[config.mk]
export PLATFORM = sky130hd
export DESIGN_NAME = tick_deadline_alarm_queues
export DESIGN_NICKNAME = d
export VERILOG_FILES = /design/src/tdaq_pkg.sv /design/src/tick_deadline_alarm_queues.sv
export SDC_FILE = /design/constraint.sdc
export NUM_CORES = 2
export LEC_CHECK = 0
export BUFFER_PORTS_ARGS = -buffer_cell sky130_fd_sc_hd__buf_4
export CORE_UTILIZATION = 40
export DETAILED_ROUTE_END_ITERATION = 8
export PLACE_DENSITY = 0.56
export SKIP_CTS_REPAIR_TIMING = 1
export SYNTH_ARGS = -nofsm -noshare
export SYNTH_HDL_FRONTEND = slang
export SYNTH_SLANG_ARGS = --single-unit
[constraint.sdc]
create_clock -name aclk -period 9.7 [get_ports aclk]
set_input_delay 0.97 -clock aclk [delete_from_list [all_inputs] [get_ports aclk]]
set_output_delay 0.97 -clock aclk [all_outputs]
set_load 0.05 [all_outputs]
[src/tdaq_pkg.sv]
// Shared codes for the tick deadline alarm queues.
package tdaq_pkg;
    localparam logic [1:0] FUNC_TICK   = 2'd0;
    localparam logic [1:0] FUNC_SIGNAL = 2'd1;
    localparam logic [1:0] FUNC_WATCH  = 2'd2;
    localparam logic [1:0] FUNC_UPTIME = 2'd3;

    localparam logic [2:0] KIND_WATCH_FIRED  = 3'd0;
    localparam logic [2:0] KIND_SIGNAL_FIRED = 3'd1;
    localparam logic [2:0] KIND_TICK_DONE    = 3'd2;
    localparam logic [2:0] KIND_SET_OK       = 3'd3;
    localparam logic [2:0] KIND_UPTIME       = 3'd4;
    localparam logic [2:0] KIND_FULL         = 3'd5;

    localparam logic [9:0] TPS_RESET = 10'd60;
endpackage

[src/tick_deadline_alarm_queues.sv]
// Tick counter with two sorted deadline tables walked by one sequencer.
// A signal set that finds a pending alarm converts its remaining ticks back to seconds
// with a 32-step divide before the new deadline is inserted.
// A tick emits fired entries one per cycle while the output is not stalled, then a tick-done result.
// One request at a time; s_ready is low until the last result is registered.
// Synchronous active-low reset clears the tick count and both tables.
module tick_deadline_alarm_queues #(
    parameter int WATCH_DEPTH  = 16,
    parameter int SIGNAL_DEPTH = 16
) (
    input  logic        aclk,
    input  logic        aresetn,
    input  logic        cfg_valid,
    output logic        cfg_ready,
    input  logic [9:0]  cfg_data,
    input  logic        s_valid,
    output logic        s_ready,
    input  logic [1:0]  s_func,
    input  logic [7:0]  s_requester,
    input  logic [3:0]  s_watch_kind,
    input  logic [15:0] s_amount,
    output logic        m_valid,
    input  logic        m_ready,
    output logic [2:0]  m_kind,
    output logic [7:0]  m_who,
    output logic [3:0]  m_fired_kind,
    output logic [31:0] m_value,
    output logic        m_last
);
    localparam int WIW = (WATCH_DEPTH > 1) ? $clog2(WATCH_DEPTH) : 1;
    localparam int SIW = (SIGNAL_DEPTH > 1) ? $clog2(SIGNAL_DEPTH) : 1;
    localparam int WCW = $clog2(WATCH_DEPTH + 1);
    localparam int SCW = $clog2(SIGNAL_DEPTH + 1);
    localparam logic [WCW-1:0] WFULL = WCW'(WATCH_DEPTH);
    localparam logic [SCW-1:0] SFULL = SCW'(SIGNAL_DEPTH);

    typedef enum logic [3:0] {
        S_IDLE, S_WPOP, S_SPOP, S_EMIT,
        S_WSCAN, S_WDEC, S_WPOS, S_WINS,
        S_SSCAN, S_DIV, S_SDEC, S_SPOS, S_SINS
    } state_t;

    state_t state_reg;
    logic [9:0]  tps_reg;
    logic [31:0] tick_reg;
    logic [31:0] wdl_reg [WATCH_DEPTH];
    logic [7:0]  wown_reg [WATCH_DEPTH];
    logic [3:0]  wty_reg [WATCH_DEPTH];
    logic [WCW-1:0] wused_reg, wi_reg;
    logic [31:0] sdl_reg [SIGNAL_DEPTH];
    logic [7:0]  sown_reg [SIGNAL_DEPTH];
    logic [SCW-1:0] sused_reg, si_reg;
    logic [7:0]  who_reg;
    logic [3:0]  wk_reg;
    logic [15:0] amt_reg;
    logic        found_reg;
    logic [31:0] dl_reg, q_reg, old_reg;
    logic [9:0]  rem_reg;
    logic [4:0]  dcnt_reg;
    logic [2:0]  pk_reg;
    logic [31:0] pv_reg;
    logic        mv_reg, ml_reg;
    logic [2:0]  mk_reg;
    logic [7:0]  mw_reg;
    logic [3:0]  mf_reg;
    logic [31:0] mval_reg;

    logic        ofree;
    logic [9:0]  rate;
    logic [10:0] trial;
    logic [WIW-1:0] wix;
    logic [SIW-1:0] six;
    logic [31:0] wdl_i, sdl_i;
    logic        w_due, s_due, out_load;

    assign ofree = !mv_reg || m_ready;
    assign rate  = (tps_reg == 10'd0) ? 10'd1 : tps_reg;
    assign trial = {rem_reg, dl_reg[31]};
    assign wix   = wi_reg[WIW-1:0];
    assign six   = si_reg[SIW-1:0];
    assign wdl_i = wdl_reg[wix];
    assign sdl_i = sdl_reg[six];
    assign w_due = (wused_reg != '0) && (wdl_reg[0] <= tick_reg);
    assign s_due = (sused_reg != '0) && (sdl_reg[0] <= tick_reg);
    assign out_load = ofree && ((state_reg == S_WPOP && w_due) ||
                                (state_reg == S_SPOP && s_due) ||
                                (state_reg == S_EMIT));

    assign cfg_ready    = 1'b1;
    assign s_ready      = (state_reg == S_IDLE);
    assign m_valid      = mv_reg;
    assign m_kind       = mk_reg;
    assign m_who        = mw_reg;
    assign m_fired_kind = mf_reg;
    assign m_value      = mval_reg;
    assign m_last       = ml_reg;

    always_ff @(posedge aclk) begin
        if (!aresetn) begin
            state_reg <= S_IDLE;
            tps_reg   <= tdaq_pkg::TPS_RESET;
            tick_reg  <= '0;
            wused_reg <= '0;
            sused_reg <= '0;
            mv_reg    <= 1'b0;
        end else begin
            if (cfg_valid) begin
                tps_reg <= cfg_data;
            end
            mv_reg <= out_load || (mv_reg && !m_ready);
            unique case (state_reg)
                S_IDLE: begin
                    if (s_valid) begin
                        who_reg   <= s_requester;
                        wk_reg    <= s_watch_kind;
                        amt_reg   <= s_amount;
                        wi_reg    <= '0;
                        si_reg    <= '0;
                        found_reg <= 1'b0;
                        old_reg   <= '0;
                        unique case (s_func)
                            tdaq_pkg::FUNC_TICK: begin
                                tick_reg  <= tick_reg + 32'd1;
                                state_reg <= S_WPOP;
                            end
                            tdaq_pkg::FUNC_SIGNAL: state_reg <= S_SSCAN;
                            tdaq_pkg::FUNC_WATCH:  state_reg <= S_WSCAN;
                            default: begin
                                pk_reg    <= tdaq_pkg::KIND_UPTIME;
                                pv_reg    <= tick_reg;
                                state_reg <= S_EMIT;
                            end
                        endcase
                    end
                end
                S_WPOP: begin
                    if (w_due) begin
                        if (ofree) begin
                            mk_reg   <= tdaq_pkg::KIND_WATCH_FIRED;
                            mw_reg   <= wown_reg[0];
                            mf_reg   <= wty_reg[0];
                            mval_reg <= '0;
                            ml_reg   <= 1'b0;
                            for (int j = 0; j < WATCH_DEPTH - 1; j++) begin
                                wdl_reg[j]  <= wdl_reg[j+1];
                                wown_reg[j] <= wown_reg[j+1];
                                wty_reg[j]  <= wty_reg[j+1];
                            end
                            wused_reg <= wused_reg - 1'b1;
                        end
                    end else begin
                        state_reg <= S_SPOP;
                    end
                end
                S_SPOP: begin
                    if (s_due) begin
                        if (ofree) begin
                            mk_reg   <= tdaq_pkg::KIND_SIGNAL_FIRED;
                            mw_reg   <= sown_reg[0];
                            mf_reg   <= '0;
                            mval_reg <= '0;
                            ml_reg   <= 1'b0;
                            for (int j = 0; j < SIGNAL_DEPTH - 1; j++) begin
                                sdl_reg[j]  <= sdl_reg[j+1];
                                sown_reg[j] <= sown_reg[j+1];
                            end
                            sused_reg <= sused_reg - 1'b1;
                        end
                    end else begin
                        pk_reg    <= tdaq_pkg::KIND_TICK_DONE;
                        pv_reg    <= tick_reg;
                        state_reg <= S_EMIT;
                    end
                end
                S_EMIT: begin
                    if (ofree) begin
                        mk_reg   <= pk_reg;
                        mw_reg   <= (pk_reg == tdaq_pkg::KIND_SET_OK ||
                                     pk_reg == tdaq_pkg::KIND_FULL) ? who_reg : 8'd0;
                        mf_reg   <= '0;
                        mval_reg <= pv_reg;
                        ml_reg   <= 1'b1;
                        state_reg <= S_IDLE;
                    end
                end
                S_WSCAN: begin
                    if (wi_reg == wused_reg) begin
                        state_reg <= S_WDEC;
                    end else if (wown_reg[wix] == who_reg && wty_reg[wix] == wk_reg) begin
                        for (int j = 0; j < WATCH_DEPTH - 1; j++) begin
                            if (j >= int'(wix)) begin
                                wdl_reg[j]  <= wdl_reg[j+1];
                                wown_reg[j] <= wown_reg[j+1];
                                wty_reg[j]  <= wty_reg[j+1];
                            end
                        end
                        wused_reg <= wused_reg - 1'b1;
                        state_reg <= S_WDEC;
                    end else begin
                        wi_reg <= wi_reg + 1'b1;
                    end
                end
                S_WDEC: begin
                    if (wused_reg >= WFULL) begin
                        pk_reg    <= tdaq_pkg::KIND_FULL;
                        pv_reg    <= '0;
                        state_reg <= S_EMIT;
                    end else begin
                        dl_reg    <= tick_reg + {16'd0, amt_reg};
                        wi_reg    <= '0;
                        state_reg <= S_WPOS;
                    end
                end
                S_WPOS: begin
                    if (wi_reg == wused_reg || wdl_i > dl_reg) begin
                        state_reg <= S_WINS;
                    end else begin
                        wi_reg <= wi_reg + 1'b1;
                    end
                end
                S_WINS: begin
                    for (int j = 0; j < WATCH_DEPTH; j++) begin
                        if (j == int'(wix)) begin
                            wdl_reg[j]  <= dl_reg;
                            wown_reg[j] <= who_reg;
                            wty_reg[j]  <= wk_reg;
                        end else if (j > int'(wix)) begin
                            wdl_reg[j]  <= wdl_reg[j-1];
                            wown_reg[j] <= wown_reg[j-1];
                            wty_reg[j]  <= wty_reg[j-1];
                        end
                    end
                    wused_reg <= wused_reg + 1'b1;
                    pk_reg    <= tdaq_pkg::KIND_SET_OK;
                    pv_reg    <= '0;
                    state_reg <= S_EMIT;
                end
                S_SSCAN: begin
                    if (si_reg == sused_reg) begin
                        state_reg <= S_SDEC;
                    end else if (sown_reg[six] == who_reg) begin
                        dl_reg    <= sdl_i - tick_reg;
                        for (int j = 0; j < SIGNAL_DEPTH - 1; j++) begin
                            if (j >= int'(six)) begin
                                sdl_reg[j]  <= sdl_reg[j+1];
                                sown_reg[j] <= sown_reg[j+1];
                            end
                        end
                        sused_reg <= sused_reg - 1'b1;
                        found_reg <= 1'b1;
                        rem_reg   <= '0;
                        q_reg     <= '0;
                        dcnt_reg  <= '0;
                        state_reg <= S_DIV;
                    end else begin
                        si_reg <= si_reg + 1'b1;
                    end
                end
                S_DIV: begin
                    // restoring divide, one quotient bit per cycle
                    if (trial >= {1'b0, rate}) begin
                        rem_reg <= 10'(trial - {1'b0, rate});
                        q_reg   <= {q_reg[30:0], 1'b1};
                    end else begin
                        rem_reg <= trial[9:0];
                        q_reg   <= {q_reg[30:0], 1'b0};
                    end
                    dl_reg   <= {dl_reg[30:0], 1'b0};
                    dcnt_reg <= dcnt_reg + 5'd1;
                    if (dcnt_reg == 5'd31) begin
                        state_reg <= S_SDEC;
                    end
                end
                S_SDEC: begin
                    logic [31:0] oldv;
                    oldv = found_reg ? (q_reg + {31'd0, rem_reg != 10'd0}) : 32'd0;
                    old_reg <= oldv;
                    if (amt_reg == 16'd0) begin
                        pk_reg    <= tdaq_pkg::KIND_SET_OK;
                        pv_reg    <= oldv;
                        state_reg <= S_EMIT;
                    end else if (!found_reg && sused_reg >= SFULL) begin
                        pk_reg    <= tdaq_pkg::KIND_FULL;
                        pv_reg    <= '0;
                        state_reg <= S_EMIT;
                    end else begin
                        dl_reg    <= tick_reg + ({16'd0, amt_reg} * {22'd0, rate});
                        si_reg    <= '0;
                        state_reg <= S_SPOS;
                    end
                end
                S_SPOS: begin
                    if (si_reg == sused_reg || sdl_i > dl_reg) begin
                        state_reg <= S_SINS;
                    end else begin
                        si_reg <= si_reg + 1'b1;
                    end
                end
                S_SINS: begin
                    for (int j = 0; j < SIGNAL_DEPTH; j++) begin
                        if (j == int'(six)) begin
                            sdl_reg[j]  <= dl_reg;
                            sown_reg[j] <= who_reg;
                        end else if (j > int'(six)) begin
                            sdl_reg[j]  <= sdl_reg[j-1];
                            sown_reg[j] <= sown_reg[j-1];
                        end
                    end
                    sused_reg <= sused_reg + 1'b1;
                    pk_reg    <= tdaq_pkg::KIND_SET_OK;
                    pv_reg    <= old_reg;
                    state_reg <= S_EMIT;
                end
                default: state_reg <= S_IDLE;
            endcase
        end
    end

    a_wused: assert property (@(posedge aclk) disable iff (!aresetn)
        wused_reg <= WFULL) else $error("watch count overflow");
    a_sused: assert property (@(posedge aclk) disable iff (!aresetn)
        sused_reg <= SFULL) else $error("signal count overflow");
    a_busy: assert property (@(posedge aclk) disable iff (!aresetn)
        s_valid && s_ready |=> !s_ready) else $error("accepted while busy");
    a_last: assert property (@(posedge aclk) disable iff (!aresetn)
        s_valid && s_ready |=> !(m_valid && m_last) || $past(m_valid && !m_ready))
        else $error("early last");
endmodule

Word-level counts from Yosys, hierarchy flattened
Memories as Yosys holds them, arrays and structs flattened. A register that Yosys moved wholly into a read port is not among the register bits.
Cells that the tools add are included.
Word-level totals
  memory bits (writable): 1344
  logic and storage cells: 1272
  memories: 5
  output and inout port bits: 51
  input port bits: 45
  flip-flop bits (word level): 290
Memories
  sdl_reg: words 16, bits a word 32, rd ports 17, clocked after Yosys merged registers in 1, wr ports 16, RTL line tick_deadline_alarm_queues.sv:50  | logic [31:0] sdl_reg [SIGNAL_DEPTH];
  wdl_reg: words 16, bits a word 32, rd ports 17, clocked after Yosys merged registers in 1, wr ports 16, RTL line tick_deadline_alarm_queues.sv:46  | logic [31:0] wdl_reg [WATCH_DEPTH];
  sown_reg: words 16, bits a word 8, rd ports 17, clocked after Yosys merged registers in 1, wr ports 16, RTL line tick_deadline_alarm_queues.sv:51  | logic [7:0] sown_reg [SIGNAL_DEPTH];
  wown_reg: words 16, bits a word 8, rd ports 17, clocked after Yosys merged registers in 1, wr ports 16, RTL line tick_deadline_alarm_queues.sv:47  | logic [7:0] wown_reg [WATCH_DEPTH];
  wty_reg: words 16, bits a word 4, rd ports 17, clocked after Yosys merged registers in 1, wr ports 16, RTL line tick_deadline_alarm_queues.sv:48  | logic [3:0] wty_reg [WATCH_DEPTH];
Operators by class
  multipliers: 1
  reductions and logical operators: 56
  bitwise gates (word level): 225
  equality and inequality tests: 79
  multiplexer cells: 802
  magnitude comparators: 67
  $add $sub $neg: 13
Operators by type and width (number)
  2-to-1 mux 32 bit: 109
  2-to-1 mux 8 bit: 96
  2-to-1 mux 1 bit: 475
  2-to-1 mux 4 bit: 67
  bitwise OR 1 bit: 225
  case mux 32 bit (6 select lines): 1
  case mux 32 bit (2 select lines): 2
  case mux 32 bit (4 select lines): 1
  2-to-1 mux 5 bit: 20
  case mux 32 bit (3 select lines): 1
  == test 4 bit, first input constant: 16
  greater-than comparator 32 bit: 2
  greater-than comparator 4 bit, first input constant: 16
  less-or-equal comparator 32 bit: 2
  >= comparator 4 bit, first input constant: 14
  inequality test 2 bit, second input constant: 24
  case mux 4 bit (12 select lines): 1
  2-to-1 mux 10 bit: 4
  case mux 5 bit (4 select lines): 2
  2-to-1 mux 3 bit: 12
  AND reduction 7 bit: 5
  adder 32 x 1 -> 32 bit: 1
  adder 32 x 1 -> 32 bit, second input constant: 1
  adder 32 x 16 -> 32 bit: 1
  59 further kinds: 145

Depth between registers and ports, before layout
  depth after elaboration: 10
  mapped depth: 25
  mapped depth without buffers: 22

Worst setup path before layout
No wires, ideal clock.
  path kind: reg2reg
  from: reg (tool-made name)
  to: reg dcnt_reg[0] (enable)
  data required time: 9132 ps
  library setup time: 568 ps
  cell stages (with the launch flop): 11
  period minus slack after synthesis: 7328 ps
  arrival time: 6760 ps
  path slack: 2372 ps
  buffers on the path: 2
  path through: dfxtp_1 buf_2 buf_1 mux4_2 mux2i_1 xor2_1 nand3_1 a2111oi_0 o22a_1 a21oi_1 nor4_1
RTL lines
  end signal, assigned: RTL line tick_deadline_alarm_queues.sv:269  | dcnt_reg <= dcnt_reg + 5'd1;
  end, declared: RTL line tick_deadline_alarm_queues.sv:59  | logic [4:0] dcnt_reg;

Worst setup path in the final report
  from: reg tps_reg[1]
  to: reg dl_reg[30] (data pin)
On the way
  word-level cells in the longest chain between the ends: 7
RTL lines
  start, declared: RTL line tick_deadline_alarm_queues.sv:44  | logic [9:0] tps_reg;
  start signal, assigned: RTL line tick_deadline_alarm_queues.sv:101  | tps_reg <= tdaq_pkg::TPS_RESET;
  start signal, assigned: RTL line tick_deadline_alarm_queues.sv:108  | tps_reg <= cfg_data;
  zero test 10 bit: RTL line tick_deadline_alarm_queues.sv:77  | assign rate = (tps_reg == 10'd0) ? 10'd1 : tps_reg;
  2-to-1 mux 10 bit (*): RTL line tick_deadline_alarm_queues.sv:77
  multiplier 16 x 10 -> 26 bit (*): RTL line tick_deadline_alarm_queues.sv:287  | dl_reg <= tick_reg + ({16'd0, amt_reg} * {22'd0, rate});
  adder 32 x 26 -> 32 bit (*): RTL line tick_deadline_alarm_queues.sv:287
  2-to-1 mux 32 bit (*): RTL line tick_deadline_alarm_queues.sv:282  | end else if (!found_reg && sused_reg >= SFULL) begin
  2-to-1 mux 32 bit (*): RTL line tick_deadline_alarm_queues.sv:278  | if (amt_reg == 16'd0) begin
  case mux 32 bit (4 select lines) (*): RTL line tick_deadline_alarm_queues.sv:111  | unique case (state_reg)
  end signal, assigned: RTL line tick_deadline_alarm_queues.sv:209  | dl_reg <= tick_reg + {16'd0, amt_reg};
  end signal, assigned: RTL line tick_deadline_alarm_queues.sv:268  | dl_reg <= {dl_reg[30:0], 1'b0};
  end signal, assigned: RTL line tick_deadline_alarm_queues.sv:287
  end, declared: RTL line tick_deadline_alarm_queues.sv:57  | logic [31:0] dl_reg, q_reg, old_reg;
Every way passes the cells marked *; elsewhere a longest branch is shown, timed or not. The select of a mux whose other input is x is not followed.
A chain may end at the register's enable or synchronous reset.

==> metrics.csv <==
stage;metric;value;unit
hold_path;HP Class;primary input to flop;
floorplan;core area;0.254;mm^2
setup_path;Worst Path Arrival;7.76;ns
clocking;Clock Pin Slew Worst Setup and Hold Paths;0.06;ns
setup_path;Critical path origin;tps_reg[1]$_SDFFE_PN0P_;
sta;Final Skew;0.0646;ns
drt;DR iter-0 viols;10700;
logic_synthesis;top-area cell type share of the netlist area;46.2;%
setup_path;RR Startpoint;tps_reg[1]$_SDFFE_PN0P_;
clocking;root cell of the clock tree;clkbuf_16;
pwr;leak pwr;0.0430;uW
logic_synthesis;top_reg_cell synth;edfxtp_1;
final_layout;Area growth syn-to-layout;10.5;%
setup_path;worst endpoint required time;10.30;ns
logic_synthesis;Yosys warning count;0;
clocking;clock latency on the worst-skew pair;0.90;ns
logic_synthesis;Seq cells post-synth;1642;
sta;Max Clock Freq;140;MHz
setup_path;CP Launch Type;flop;
final_layout;Nets;9746;
logic_synthesis;synthesized instance count;9542;
floorplan;DIE HEIGHT;508;um
flow_run;max-cap violations;0;
sta;setup TNS;0;ns
sta;max-slew headroom at the worst pin;14.1;%
floorplan;DIE AREA;0.258;mm^2
clocking;CTS buffer count;191;
clocking;Max clock buf depth;3;
floorplan;Starting Density;40.3;%
sta;Final Hold Vio Count;0;
setup_path;CP max FO;18;
sta;Final period util;73.7;%
pwr;PwrDens;227;mW/mm^2
setup_path;reg2reg setup slack;2.55;ns
placement;IO buf count;94;
final_layout;final core occ;44.5;%
sta;endpoints failing setup;0;
global_routing;grt ovf;0;
logic_synthesis;Post-synth EDFFs;1577;
logic_synthesis;Mapped Area;0.102;mm^2
sta;RSZ-0062 raised after global routing;false;
logic_synthesis;top cells by area, synth;edfxtp_1, mux4_2, mux2i_1, o21ai_0, nand2_1;
run_status;run status;finished, violations left;
drt;via count;81300;
sta;post-route setup slack;2.55;ns
logic_synthesis;sequential area share after synthesis;47.5;%
drt;WL/cell;31.2;um
drt;Routed Wire Length;399000;um
final_layout;most frequent cells in the layout;edfxtp_1, nand2_1, o21ai_0;
final_layout;commonest non-fill, non-tap cell in the layout;edfxtp_1;
global_routing;global-route wire length before repair;568000;um
logic_synthesis;Netlist cell types;79;
clocking;H-tree level count;4;
placement;DPL Wire Length;250000;um
final_layout;fraction of layout cells with a size suffix above 1;13.2;%
logic_synthesis;Synth Area per Inst;10.7;um^2
global_routing;largest net degree at the start of global routing;170;
sta;Tmin final;7.15;ns
setup_path;crit path kind;flop to flop;
placement;GP Congestion;0.966;
placement;dpl ws;2.58;ns
logic_synthesis;Synth area leader;edfxtp_1;
floorplan;die width;508;um
clocking;CTS tree;done;
drt;DRC viols;1;
clocking;clock sink count;1642;
global_routing;initial antenna violation count;9;
run_status;failing checks;DRC;
sta;final hold slack;0.258;ns
sta;Slew Viols, Final;0;
final_layout;number of fillers in the final layout;23600;
drt;DR vias/cell;6.34;
drt;DRT Pass-1 Iters;9;
hold_path;Hold Startpoint;s_watch_kind[1];
pwr;worst vdd ir;0.233;mV
floorplan;IO Pins;96;
sta;Slew @ Worst Pin;1.29;ns
drt;post-route antenna net violation count;0;
global_routing;vias in the first global route;77600;
setup_path;Worst setup EP type;flop;
global_routing;gr usage total;30.4;%
logic_synthesis;Async SR Flop Fraction;0;%
logic_synthesis;syn_nets;10000;
floorplan;Rows;185;
## final timing paths
kind | endpoint | depth (start not counted)
worst min register to register | m_value[21]$_SDFFCE_PN0P_ | 1
worst max register to register | dl_reg[30]$_DFFE_PP_ | 20
worst min-delay path | wk_reg[1]$_DFFE_PP_ | 1
worst max-delay path | dl_reg[30]$_DFFE_PP_ | 20
## through the flow
stage | total power (uW) | instance area (um^2) | instances
2_1_floorplan | 15100 | 102000 | 9542
3_3_place_gp | 18400 | 107000 | 12500
3_5_place_dp | 18400 | 107000 | 12500
4_1_cts | 25600 | 113000 | 12800
5_1_grt | 26600 | 113000 | 12800
6_report | 25600 | 113000 | 12800
## power by group
group	total [uW]	switching (uW)	internal [uW]	leakage (uW)
Clock	7220	3200	4020	0.00294
Combinational	9580	5840	3740	0.0253
Sequential	8840	563	8270	0.0148
Total	25600	9600	16000	0.0430
## synthesized netlist by cell type, drive strengths merged, types with 57 or more instances
master  count
mux2i     789
and2      141
nor2      926
xnor2     142
mux2      114
buf       103
fa        141
xor2       72
nor3       59
a22oi     113
and3       57
mux4      395
inv       299
a21oi     816
clkbuf    688
nand2    1240
nand3      97
dfxtp      65
ha        274
edfxtp   1577
o21ai     956
## routing by layer
metal  track usage (%)  vias up  routed length, um
met2              46.1     5345             176000
met5                 0        -                 73
met4              13.4       10              19800
met3              7.58      907              47000
met1              41.1    40600             157000
li1                  -    34400                  -
## final cells by class
cell class / instances / area [um^2] / area share [%]
Multi-Input combinational cell: 6806 / 50500 / 44.6
Antenna cell: 4 / 10.0 / 0.00884
Tap cell: 3366 / 4210 / 3.72
Sequential cell: 1642 / 48700 / 43.0
Clock inverter: 110 / 990 / 0.874
Timing Repair Buffer: 342 / 2640 / 2.33
Clock buffer: 242 / 5050 / 4.46
Inverter: 303 / 1140 / 1.01
## worst max-delay path: stages, from the launching register on
cell and delay [ns]:
dfxtp_1 0.77, nand2_1 0.17, fa_1 0.58, inv_1 0.05, fa_1 0.50, inv_1 0.05
fa_1 0.54, inv_1 0.05, fa_1 0.51, fa_1 0.43, ha_1 0.33, a21oi_1 0.25
a21oi_1 0.12, a21oi_1 0.20, o21ai_0 0.24, o41ai_1 0.94, o2111ai_1 0.34, nand2_1 0.15
mux2_2 0.33, a221oi_1 0.25, a21oi_1 0.07
## logic make-up (layout without fill, tap and decap cells)
| logic type | Yosys count | count (layout) | share of synthesized area, % |
|---|---|---|---|
| other cells | 1 | 5 | 0.00366 |
| mux | 1298 | 1298 | 17.6 |
| simple gates | 2676 | 2676 | 10.9 |
| compound gates | 2202 | 2202 | 11.9 |
| xor+xnor | 214 | 214 | 1.83 |
| flops | 1642 | 1642 | 47.5 |
| fa+ha+maj | 415 | 415 | 6.10 |
| buf+inv | 1094 | 997 | 4.07 |
No activity file was read; power rests on OpenSTA's default activity.
